File: config.mk
export PLATFORM = sky130hd
export DESIGN_NAME = terminal_key_escape_encoder
export DESIGN_NICKNAME = d
export VERILOG_FILES = /design/src/rtl/tkee_pkg.sv /design/src/rtl/terminal_key_escape_encoder.sv /design/src/rtl/tkee_front.sv /design/src/rtl/tkee_queue.sv /design/src/rtl/tkee_back.sv
export SDC_FILE = /design/constraint.sdc
export NUM_CORES = 1
export LEC_CHECK = 0
export BUFFER_PORTS_ARGS = -buffer_cell sky130_fd_sc_hd__buf_2
export CAP_MARGIN = 40
export CORE_ASPECT_RATIO = 0.75
export CORE_MARGIN = 2
export CORE_UTILIZATION = 50
export CTS_CLUSTER_SIZE = 28
export DETAILED_ROUTE_END_ITERATION = 10
export PLACE_DENSITY = 0.71
export SLEW_MARGIN = 20
export SYNTH_ARGS = -nofsm -noshare
export SYNTH_HDL_FRONTEND = slang
export SYNTH_SLANG_ARGS = --single-unit
File: constraint.sdc
create_clock -name clock -period 7.4 [get_ports clock]
set_input_delay 0.37 -clock clock [delete_from_list [all_inputs] [get_ports clock]]
set_output_delay 0.37 -clock clock [all_outputs]
set_load 0.02 [all_outputs]
File: src/rtl/tkee_pkg.sv
// Types, constants and key tables for the key escape encoder.
package tkee_pkg;

   localparam int unsigned SEQ_MAX     = 8;
   localparam int unsigned KEY_COUNT   = 22;
   localparam int unsigned QUEUE_DEPTH = 2;
   localparam int unsigned QUEUE_PTR_W = (QUEUE_DEPTH > 1) ? $clog2(QUEUE_DEPTH) : 1;
   localparam int unsigned QUEUE_CNT_W = $clog2(QUEUE_DEPTH + 1);

   localparam logic [7:0] CHAR_ESC    = 8'd27;
   localparam logic [7:0] CHAR_LBRACK = 8'h5B;  // '['
   localparam logic [7:0] CHAR_SS3    = 8'h4F;  // 'O'
   localparam logic [7:0] CHAR_SEMI   = 8'h3B;  // ';'
   localparam logic [7:0] CHAR_TILDE  = 8'h7E;  // '~'
   localparam logic [7:0] CHAR_ZERO   = 8'h30;  // '0'
   localparam logic [7:0] CHAR_ONE    = 8'h31;  // '1'

   typedef enum logic [1:0] {
      STATUS_BYTE    = 2'd0,
      STATUS_UNKNOWN = 2'd1,
      STATUS_NO_ROOM = 2'd2
   } status_type;

   typedef enum logic [4:0] {
      KEY_UP, KEY_DOWN, KEY_RIGHT, KEY_LEFT, KEY_HOME, KEY_END,
      KEY_INSERT, KEY_DELETE, KEY_PGUP, KEY_PGDN,
      KEY_F1, KEY_F2, KEY_F3, KEY_F4, KEY_F5, KEY_F6,
      KEY_F7, KEY_F8, KEY_F9, KEY_F10, KEY_F11, KEY_F12
   } key_type;

   typedef struct packed {
      logic [7:0] key_code;
      logic [3:0] modifiers;
      logic [7:0] buffer_room;
   } req_type;

   typedef struct packed {
      logic [7:0] data_byte;
      status_type status;
      logic [3:0] sequence_length;
      logic       last;
   } rsp_type;

   // One classified key event, ready for the byte serializer.
   typedef struct packed {
      logic [SEQ_MAX-1:0][7:0] seq;
      logic [3:0]              len;
      status_type              status;
   } cmd_type;

   // Final letter of letter-terminated keys, zero for tilde keys.
   function automatic logic [7:0] final_letter(key_type key);
      logic [7:0] fin;
      case (key)
         KEY_UP:    fin = 8'h41;
         KEY_DOWN:  fin = 8'h42;
         KEY_RIGHT: fin = 8'h43;
         KEY_LEFT:  fin = 8'h44;
         KEY_HOME:  fin = 8'h48;
         KEY_END:   fin = 8'h46;
         KEY_F1:    fin = 8'h50;
         KEY_F2:    fin = 8'h51;
         KEY_F3:    fin = 8'h52;
         KEY_F4:    fin = 8'h53;
         default:   fin = 8'h00;
      endcase
      return fin;
   endfunction

   // Number written before the tilde.
   function automatic logic [4:0] tilde_number(key_type key);
      logic [4:0] num;
      case (key)
         KEY_INSERT: num = 5'd2;
         KEY_DELETE: num = 5'd3;
         KEY_PGUP:   num = 5'd5;
         KEY_PGDN:   num = 5'd6;
         KEY_F5:     num = 5'd15;
         KEY_F6:     num = 5'd17;
         KEY_F7:     num = 5'd18;
         KEY_F8:     num = 5'd19;
         KEY_F9:     num = 5'd20;
         KEY_F10:    num = 5'd21;
         KEY_F11:    num = 5'd23;
         KEY_F12:    num = 5'd24;
         default:    num = 5'd0;
      endcase
      return num;
   endfunction

endpackage

File: src/rtl/terminal_key_escape_encoder.sv
// Top level of the terminal key escape sequence encoder.
//
// Request channel (req_): one key event per transfer: key code, modifier bits
// and the room left in the receiver's buffer. Response channel (rsp_): one
// byte of the escape sequence per transfer, with status, sequence length and
// a last flag on the final byte. A key that is unknown or whose sequence does
// not fit gives a single status transfer with last set.
// Both channels transfer when valid is high and stall is low.
// With the queue empty, the first byte of a request is registered in the
// queue and then in the output register before it is offered.
// Throughput: one response transfer per cycle while rsp_stall is low; an
// event gives 3 to 8 transfers (1 for a status result), paced by the byte
// serializer. A two-entry command queue lets new events be taken while bytes drain.
// req_stall is high only while the queue is full.
// Reset clears the queue and the output valid flag; nothing is in flight after.
// A stalled response holds its payload; the queue keeps filling until full.
module terminal_key_escape_encoder (
   input  logic              clock,
   input  logic              reset,
   input  logic              req_valid,
   output logic              req_stall,
   input  tkee_pkg::req_type req_payload,
   output logic              rsp_valid,
   input  logic              rsp_stall,
   output tkee_pkg::rsp_type rsp_payload
);
   import tkee_pkg::*;

   cmd_type front_cmd;
   cmd_type head_cmd;
   logic    head_valid;
   logic    pop;
   logic    full;
   logic    push;

   assign req_stall = full;
   assign push      = req_valid && !full;

   tkee_front u_front (
      .req (req_payload),
      .cmd (front_cmd)
   );

   tkee_queue u_queue (
      .clock      (clock),
      .reset      (reset),
      .push       (push),
      .push_cmd   (front_cmd),
      .full       (full),
      .pop        (pop),
      .head_valid (head_valid),
      .head_cmd   (head_cmd)
   );

   tkee_back u_back (
      .clock       (clock),
      .reset       (reset),
      .head_valid  (head_valid),
      .head_cmd    (head_cmd),
      .pop         (pop),
      .rsp_valid   (rsp_valid),
      .rsp_stall   (rsp_stall),
      .rsp_payload (rsp_payload)
   );

endmodule

File: src/rtl/tkee_front.sv
// Front end: classifies a key event and builds its escape sequence.
module tkee_front (
   input  tkee_pkg::req_type req,
   output tkee_pkg::cmd_type cmd
);
   import tkee_pkg::*;

   logic [4:0] mod_param;
   logic [4:0] num;
   logic [7:0] fin;
   logic [3:0] n;
   logic       unknown;
   key_type    key;
   logic [SEQ_MAX-1:0][7:0] seq;

   assign unknown   = (req.key_code >= 8'(KEY_COUNT));
   assign key       = key_type'(req.key_code[4:0]);
   assign fin       = final_letter(key);
   assign num       = tilde_number(key);
   assign mod_param = {1'b0, req.modifiers} + 5'd1;

   always_comb begin
      seq    = '0;
      seq[0] = CHAR_ESC;
      n      = 4'd1;
      if (fin != 8'h00) begin
         if (req.modifiers == 4'd0) begin
            seq[1] = (key >= KEY_F1) ? CHAR_SS3 : CHAR_LBRACK;
            seq[2] = fin;
            n      = 4'd3;
         end else begin
            seq[1] = CHAR_LBRACK;
            seq[2] = CHAR_ONE;
            seq[3] = CHAR_SEMI;
            n      = 4'd4;
            if (mod_param >= 5'd10) begin
               seq[n[2:0]] = CHAR_ONE;
               n           = n + 4'd1;
               seq[n[2:0]] = CHAR_ZERO + {3'b0, mod_param - 5'd10};
            end else begin
               seq[n[2:0]] = CHAR_ZERO + {3'b0, mod_param};
            end
            n           = n + 4'd1;
            seq[n[2:0]] = fin;
            n           = n + 4'd1;
         end
      end else begin
         seq[1] = CHAR_LBRACK;
         n      = 4'd2;
         // tilde numbers stay below 30
         if (num >= 5'd20) begin
            seq[n[2:0]] = CHAR_ZERO + 8'd2;
            n           = n + 4'd1;
            seq[n[2:0]] = CHAR_ZERO + {3'b0, num - 5'd20};
         end else if (num >= 5'd10) begin
            seq[n[2:0]] = CHAR_ONE;
            n           = n + 4'd1;
            seq[n[2:0]] = CHAR_ZERO + {3'b0, num - 5'd10};
         end else begin
            seq[n[2:0]] = CHAR_ZERO + {3'b0, num};
         end
         n = n + 4'd1;
         if (req.modifiers != 4'd0) begin
            seq[n[2:0]] = CHAR_SEMI;
            n           = n + 4'd1;
            if (mod_param >= 5'd10) begin
               seq[n[2:0]] = CHAR_ONE;
               n           = n + 4'd1;
               seq[n[2:0]] = CHAR_ZERO + {3'b0, mod_param - 5'd10};
            end else begin
               seq[n[2:0]] = CHAR_ZERO + {3'b0, mod_param};
            end
            n = n + 4'd1;
         end
         seq[n[2:0]] = CHAR_TILDE;
         n           = n + 4'd1;
      end
   end

   always_comb begin
      if (unknown) begin
         cmd = '{seq: '0, len: 4'd0, status: STATUS_UNKNOWN};
      end else if (req.buffer_room < {4'b0, n}) begin
         cmd = '{seq: '0, len: 4'd0, status: STATUS_NO_ROOM};
      end else begin
         cmd = '{seq: seq, len: n, status: STATUS_BYTE};
      end
   end

endmodule

File: src/rtl/tkee_queue.sv
// Short command queue between the front end and the serializer.
module tkee_queue (
   input  logic              clock,
   input  logic              reset,
   input  logic              push,
   input  tkee_pkg::cmd_type push_cmd,
   output logic              full,
   input  logic              pop,
   output logic              head_valid,
   output tkee_pkg::cmd_type head_cmd
);
   import tkee_pkg::*;

   cmd_type                entry_ff [QUEUE_DEPTH];
   logic [QUEUE_PTR_W-1:0] wr_ptr_ff, wr_ptr_in;
   logic [QUEUE_PTR_W-1:0] rd_ptr_ff, rd_ptr_in;
   logic [QUEUE_CNT_W-1:0] count_ff, count_in;

   function automatic logic [QUEUE_PTR_W-1:0] ptr_next(logic [QUEUE_PTR_W-1:0] p);
      logic [QUEUE_PTR_W-1:0] q;
      q = (p == QUEUE_PTR_W'(QUEUE_DEPTH - 1)) ? '0 : p + 1'b1;
      return q;
   endfunction

   assign full       = (count_ff == QUEUE_CNT_W'(QUEUE_DEPTH));
   assign head_valid = (count_ff != '0);
   assign head_cmd   = entry_ff[rd_ptr_ff];

   always_comb begin
      wr_ptr_in = push ? ptr_next(wr_ptr_ff) : wr_ptr_ff;
      rd_ptr_in = pop ? ptr_next(rd_ptr_ff) : rd_ptr_ff;
      count_in  = count_ff;
      if (push && !pop) begin
         count_in = count_ff + 1'b1;
      end else if (pop && !push) begin
         count_in = count_ff - 1'b1;
      end
   end

   always_ff @(posedge clock) begin
      if (reset) begin
         wr_ptr_ff <= '0;
         rd_ptr_ff <= '0;
         count_ff  <= '0;
      end else begin
         wr_ptr_ff <= wr_ptr_in;
         rd_ptr_ff <= rd_ptr_in;
         count_ff  <= count_in;
      end
   end

   always_ff @(posedge clock) begin
      if (push) begin
         entry_ff[wr_ptr_ff] <= push_cmd;
      end
   end

endmodule

File: src/rtl/tkee_back.sv
// Back end: serializes the head command, one result transfer per cycle unless stalled.
module tkee_back (
   input  logic              clock,
   input  logic              reset,
   input  logic              head_valid,
   input  tkee_pkg::cmd_type head_cmd,
   output logic              pop,
   output logic              rsp_valid,
   input  logic              rsp_stall,
   output tkee_pkg::rsp_type rsp_payload
);
   import tkee_pkg::*;

   logic [2:0] idx_ff, idx_in;
   logic       valid_ff, valid_in;
   rsp_type    out_ff, out_in;
   logic       load;
   logic       byte_last;

   assign load      = head_valid && (!valid_ff || !rsp_stall);
   assign byte_last = (head_cmd.status != STATUS_BYTE) ||
                      (({1'b0, idx_ff} + 4'd1) == head_cmd.len);
   assign pop       = load && byte_last;

   always_comb begin
      idx_in   = idx_ff;
      valid_in = valid_ff && rsp_stall;
      out_in   = out_ff;
      if (load) begin
         valid_in = 1'b1;
         idx_in   = byte_last ? 3'd0 : idx_ff + 3'd1;
         out_in   = '{data_byte:       head_cmd.seq[idx_ff],
                      status:          head_cmd.status,
                      sequence_length: head_cmd.len,
                      last:            byte_last};
      end
   end

   always_ff @(posedge clock) begin
      if (reset) begin
         idx_ff   <= '0;
         valid_ff <= 1'b0;
      end else begin
         idx_ff   <= idx_in;
         valid_ff <= valid_in;
      end
   end

   always_ff @(posedge clock) begin
      out_ff <= out_in;
   end

   assign rsp_valid   = valid_ff;
   assign rsp_payload = out_ff;

endmodule

---- Word-level counts from Yosys, hierarchy flattened ----
Memory sizes are Yosys's and may differ from the RTL's. A register that Yosys moved wholly into a read port is not among the register bits.
Index checks and enable logic that the tools add are counted.
word-level totals
  bits in registers ....................... 23
  bits in latches ......................... 0
  bits in writable memories ............... 140
  bits in read-only memories .............. 256
  output and inout bits ................... 17
  word-level logic and storage cells ...... 145
  memories kept ........................... 3
operators by class
  add/sub/neg operators ................... 22
  multiply operators ...................... 0
  div/mod/pow operators ................... 0
  $lt $le $gt $ge ......................... 17
  equal/unequal tests ..................... 2
  shift operators ......................... 0
  mux-type cells .......................... 59
  bitwise operators ....................... 9
  reduce and logical (&&, ||, !) cells .... 24
memory list
  name              depth  width  read ports  clocked after memory_dff  write ports  line              RTL
  (no name shown)   32     5      1           0                         0            tkee_pkg.sv:73    case (key)
  u_queue.entry_ff  2      70     1           1                         1            tkee_queue.sv:14  cmd_type entry_ff [QUEUE_DEPTH];
  (no name shown)   16     6      1           0                         0            tkee_pkg.sv:54    case (key)
operators with widths
  operator             number
  $mux 64              4
  $bwmux 64            3
  $mux 70              2
  $mux 8               16
  $demux 8 s3          5
  $mux 16              3
  $or 48x48->48        1
  $mux 4               11
  $and 40x40->40       1
  $mux 40              1
  $not 40->40          1
  $or 20x40->40        1
  $add 6x5->7 const A  5
  $add 4x1->4 const B  7
  $and 12x24->24       1
  $bmux 8 s3           1
  $lt 3x4->1 const B   6
  $not 24->24          1
  $or 24x24->24        1
  $and 16x16->16       1
  $not 16->16          1
  $ge 3x1->1 const B   5
  $ge 5x4->1 const B   3
  $logic_and 1x1->1    11
  23 further kinds     41

---- Longest topological paths before layout ----
An unclocked memory read counts as a cell.
  word-level depth ........................ 23
  gate-level depth with buffers ........... 24
  mapped depth without buffers ............ 20

---- Hierarchy ----
Synthesis repeated with hierarchy kept, for this count alone.
unflattened totals
  cell total of the unflattened synthesis .. 628
  area total of the unflattened synthesis .. 8570.7 µm²
by module, submodules not included
  module                       instances  cells an instance  area an instance (µm²)  sequential area each (µm²)
  tkee_queue                   1          240                5286.3                  4304.1
  tkee_front                   1          310                2043.2                  0.0
  tkee_back                    1          77                 1227.4                  530.5
  terminal_key_escape_encoder  1          1                  13.8                    0.0

---- Worst setup path after synthesis ----
OpenSTA, ideal clock, no wires.
  kind .................................... input port to flip-flop
  start ................................... input port req_payload[13] (netlist name)
  end ..................................... memory u_queue.entry_ff[0][4] (netlist name), data pin
  setup time .............................. 0.258 ns
  arrival ................................. 4.071 ns
  path slack .............................. 3.071 ns
  cell stages on the path ................. 21
  path buffers ............................ 2
  cell sequence ........................... inv_1 > ha_1 > nand2_1 > mux4_2 > inv_2 > o31ai_4 > nand2_1 > buf_4 > ha_1 > or2_2 > nor2_1 > nor3_1 > ha_1 > a21o_1 > a21o_1 > a21oi_1 > o2111ai_1 > nand3_2 > buf_6 > inv_2 > and3_1
RTL lines
  item         line                               RTL
  from (decl)  terminal_key_escape_encoder.sv:22  input tkee_pkg::req_type req_payload,
  to (decl)    tkee_queue.sv:14

==> results.json <==
{
  "cp_max_fo": 36,
  "finClkSkew_ps": 12.9,
  "wl_um": 14700,
  "clkLatencyLatePin_ps": 410,
  "drive_gt1_frac": 0.199,
  "dp_cells": 722,
  "rows": 35,
  "drc_errors": 0,
  "final_util": 0.586,
  "synth_cell_types": 65,
  "die-area_um2": 13600,
  "yosys_warnings": 0,
  "outcome": "complete, no violations",
  "num_vias": 4526,
  "areaGrowthSynthToFinish_pct": 13.9,
  "fin_crit_sh": 0.665,
  "slew_headroom": 0.534,
  "detail-route-antenna-nets": 0,
  "ir_worst_vdd_v": 0.000179,
  "dpl.hpwl_um": 10400,
  "period_minus_slack_ps": 4920,
  "seq_power_share": 0.406,
  "port_buffers": 39,
  "clk_path_buf_depth": 2,
  "antenna_found_initial": 0,
  "end_kind": "flip-flop",
  "fp.dieW_um": 134,
  "cts.hold.buffers_added": 0,
  "hold_class": "in -> reg",
  "p_comb_frac": 0.289,
  "grt_pass1_vias": 4243,
  "yosysSeqAreaShare": 0.541,
  "start_kind": "input port",
  "grt_use_total": 0.230,
  "synth.most_common_cell": "edfxtp_1",
  "cts_resized": 0,
  "tightest_slew_ps": 699,
  "synth_top_area_cell": "edfxtp_1",
  "die-height_um": 101,
  "yosys.area.top_type_share": 0.512,
  "worstPathRequired_ps": 7550,
  "p_leak_uw": 0.00265,
  "grt_max_degree": 48,
  "numCtsBuffers": 17,
  "critPathSlowestCell": "ha_1",
  "path_class": "in -> reg",
  "antenna_cells": 0,
  "max_stage_delay_ps": 440,
  "nets": 625,
  "synthCells": 535,
  "place_congestion": 0.948,
  "finalMaxSlewViolations": 0,
  "p_int_uw": 1580,
  "max_freq_mhz": 203,
  "arrival_ps": 5070,
  "path_clk_slew_ps": 50,
  "ys_top_cells_by_area": "edfxtp_1 (51%), ha_1 (4.7%), mux2i_1 (4.6%)",
  "tns_ps": 0,
  "dr.pass1.iters": 5,
  "cts_max_level": 4,
  "cts_setup_buffers": 0,
  "switching_share": 0.310,
  "cts_sinks": 117,
  "drt_first_iter_violations": 510,
  "power.switching_uw": 709,
  "coreArea_um2": 12300,
  "power.total_uw": 2290,
  "synth_area_um2": 6330,
  "ios": 41,
  "synth_ff_type": "edfxtp_1",
  "initial_utilization": 0.514,
  "syn_area_per_cell_um2": 11.8,
  "crit_chain": "buf_2 > inv_1 > ha_1 > nand2_1 > mux4_2 > inv_2 > o31ai_4 > nand2_1 > ha_1 > or2_2 > nor2_1 > nor3_1 > ha_1 > a21o_1 > a21o_1 > a21oi_1 > o2111ai_1 > nand3_2 > buf_12 > inv_2 > and3_1",
  "max-cap-violations": 0,
  "finalHoldViolations": 0,
  "powerDensity_nw_per_um2": 318,
  "synth_edf_count": 108,
  "setup_viol": 0,
  "synthArstFlopShare": 0,
  "fin_cells": 753,
  "avgViaCountPerCell": 6.01,
  "rsz0062_at_grt": "no",
  "overflow": 0,
  "clkPwrFrac": 0.305,
  "cts_tree": "done",
  "ys_ff_latch": 117,
  "crit_top_cell": "ha_1",
  "wl_per_cell_um": 19.5,
  "grt_pass1_wl_um": 23300,
  "netlist_top_cells_count": "edfxtp_1 (108), nor2_1 (51), a21oi_1 (37), nand2_1 (37), mux2i_1 (29)",
  "cts-root-buf": "clkbuf_16"
}
## per-stage QoR
step	hold slack (ps)	cell area, µm²	worst slack, ps
final	243	7210	2480
after global routing	256	7210	2170
after detailed placement	493	6670	1740
after floorplan	472	6340	3070
after CTS	229	7170	2160
after global placement	472	6640	1980
## metal layers
metal	track usage	part of all wire	up-vias
met4	0.0859	0.016	0
met3	0.0485	0.070	22
met2	0.346	0.45	187
met1	0.331	0.46	2215
li1	-	-	2102
met5	0	0	-
## final timing paths
path | start | to | slack [ps] | cells past startpoint
setup reg to reg | flip-flop | u_queue.count_ff[1] | 4020 | 10
hold reg to reg | u_queue.count_ff[1] | u_queue.count_ff[1] | 500 | 2
setup / recovery | req_payload[13] | u_queue.entry_ff[0][4] | 2480 | 21
hold / removal | reset | u_back.rsp_valid | 240 | 2
## critical path, delay by kind of cell
kind,cells,cell delay [ps]
simple gates,7,1580
compound gates,5,1080
fa+ha+maj,3,970
mux,1,320
buf+inv,5,750
## kinds of logic after synthesis
family | after synthesis | synth area share
compound gates | 128 | 0.140
xor+xnor | 12 | 0.0166
fa+ha+maj | 24 | 0.0474
buf+inv | 54 | 0.0397
flops | 117 | 0.541
mux | 52 | 0.106
other cells | 1 | 0.000593
simple gates | 147 | 0.108
## registers in the layout, summed over array words and instances, names as in the netlist, named ones only
signal,count
u_queue.count_ff,2
u_back.rsp_payload,14
u_queue.rd_ptr_ff,1
u_queue.wr_ptr_ff,1
u_queue.entry_ff,94
u_back.rsp_valid,1
u_back.idx_ff,3
## layout make-up
cell class	instances	area [µm²]
clock buffers	20	437
clock inverters	9	65.1
fillers	986	5100
inverters	25	96.3
multi-input cells	368	2680
flip-flops and latches	117	3420
well taps	166	208
repair buffers	48	295
## power by group through the flow
| stage | logic [µW] | clock network (µW) | registers, µW |
|---|---|---|---|
| 2_1_floorplan | 425 | 0 | 980 |
| 5_1_grt | 722 | 734 | 942 |
| 3_5_place_dp | 637 | 0 | 954 |
| 3_3_place_gp | 621 | 0 | 947 |
| 6_report | 662 | 698 | 930 |
| 4_1_cts | 644 | 706 | 942 |
## cell usage in the layout, fill, tap and decap left out, types with 4 or more instances in the layout
| master | netlist | routed |
|---|---|---|
| a211oi_1 | 16 | 16 |
| o21ai_0 | 23 | 23 |
| clkinv_2 | 0 | 4 |
| buf_2 | 10 | 39 |
| buf_4 | 5 | 6 |
| and3_1 | 6 | 5 |
| dfxtp_1 | 9 | 8 |
| o22ai_1 | 6 | 6 |
| nor3_1 | 16 | 16 |
| mux4_2 | 11 | 11 |
| nand3_1 | 8 | 8 |
| ha_1 | 24 | 24 |
| inv_1 | 20 | 20 |
| a311oi_1 | 4 | 4 |
| nor2b_1 | 4 | 4 |
| mux2_2 | 12 | 12 |
| nand2_1 | 37 | 37 |
| clkinv_1 | 0 | 4 |
| nor2_1 | 51 | 50 |
| a21oi_1 | 37 | 36 |
| edfxtp_1 | 108 | 108 |
| inv_2 | 4 | 4 |
| or3_1 | 5 | 5 |
| xnor2_1 | 6 | 6 |
| xor2_1 | 6 | 6 |
| mux2i_1 | 29 | 29 |
| clkbuf_16 | 0 | 17 |
| a21o_1 | 5 | 5 |
| conb_1 | 1 | 5 |
| nand2b_1 | 6 | 6 |
Note: power is estimated with default switching activity, not from simulation.
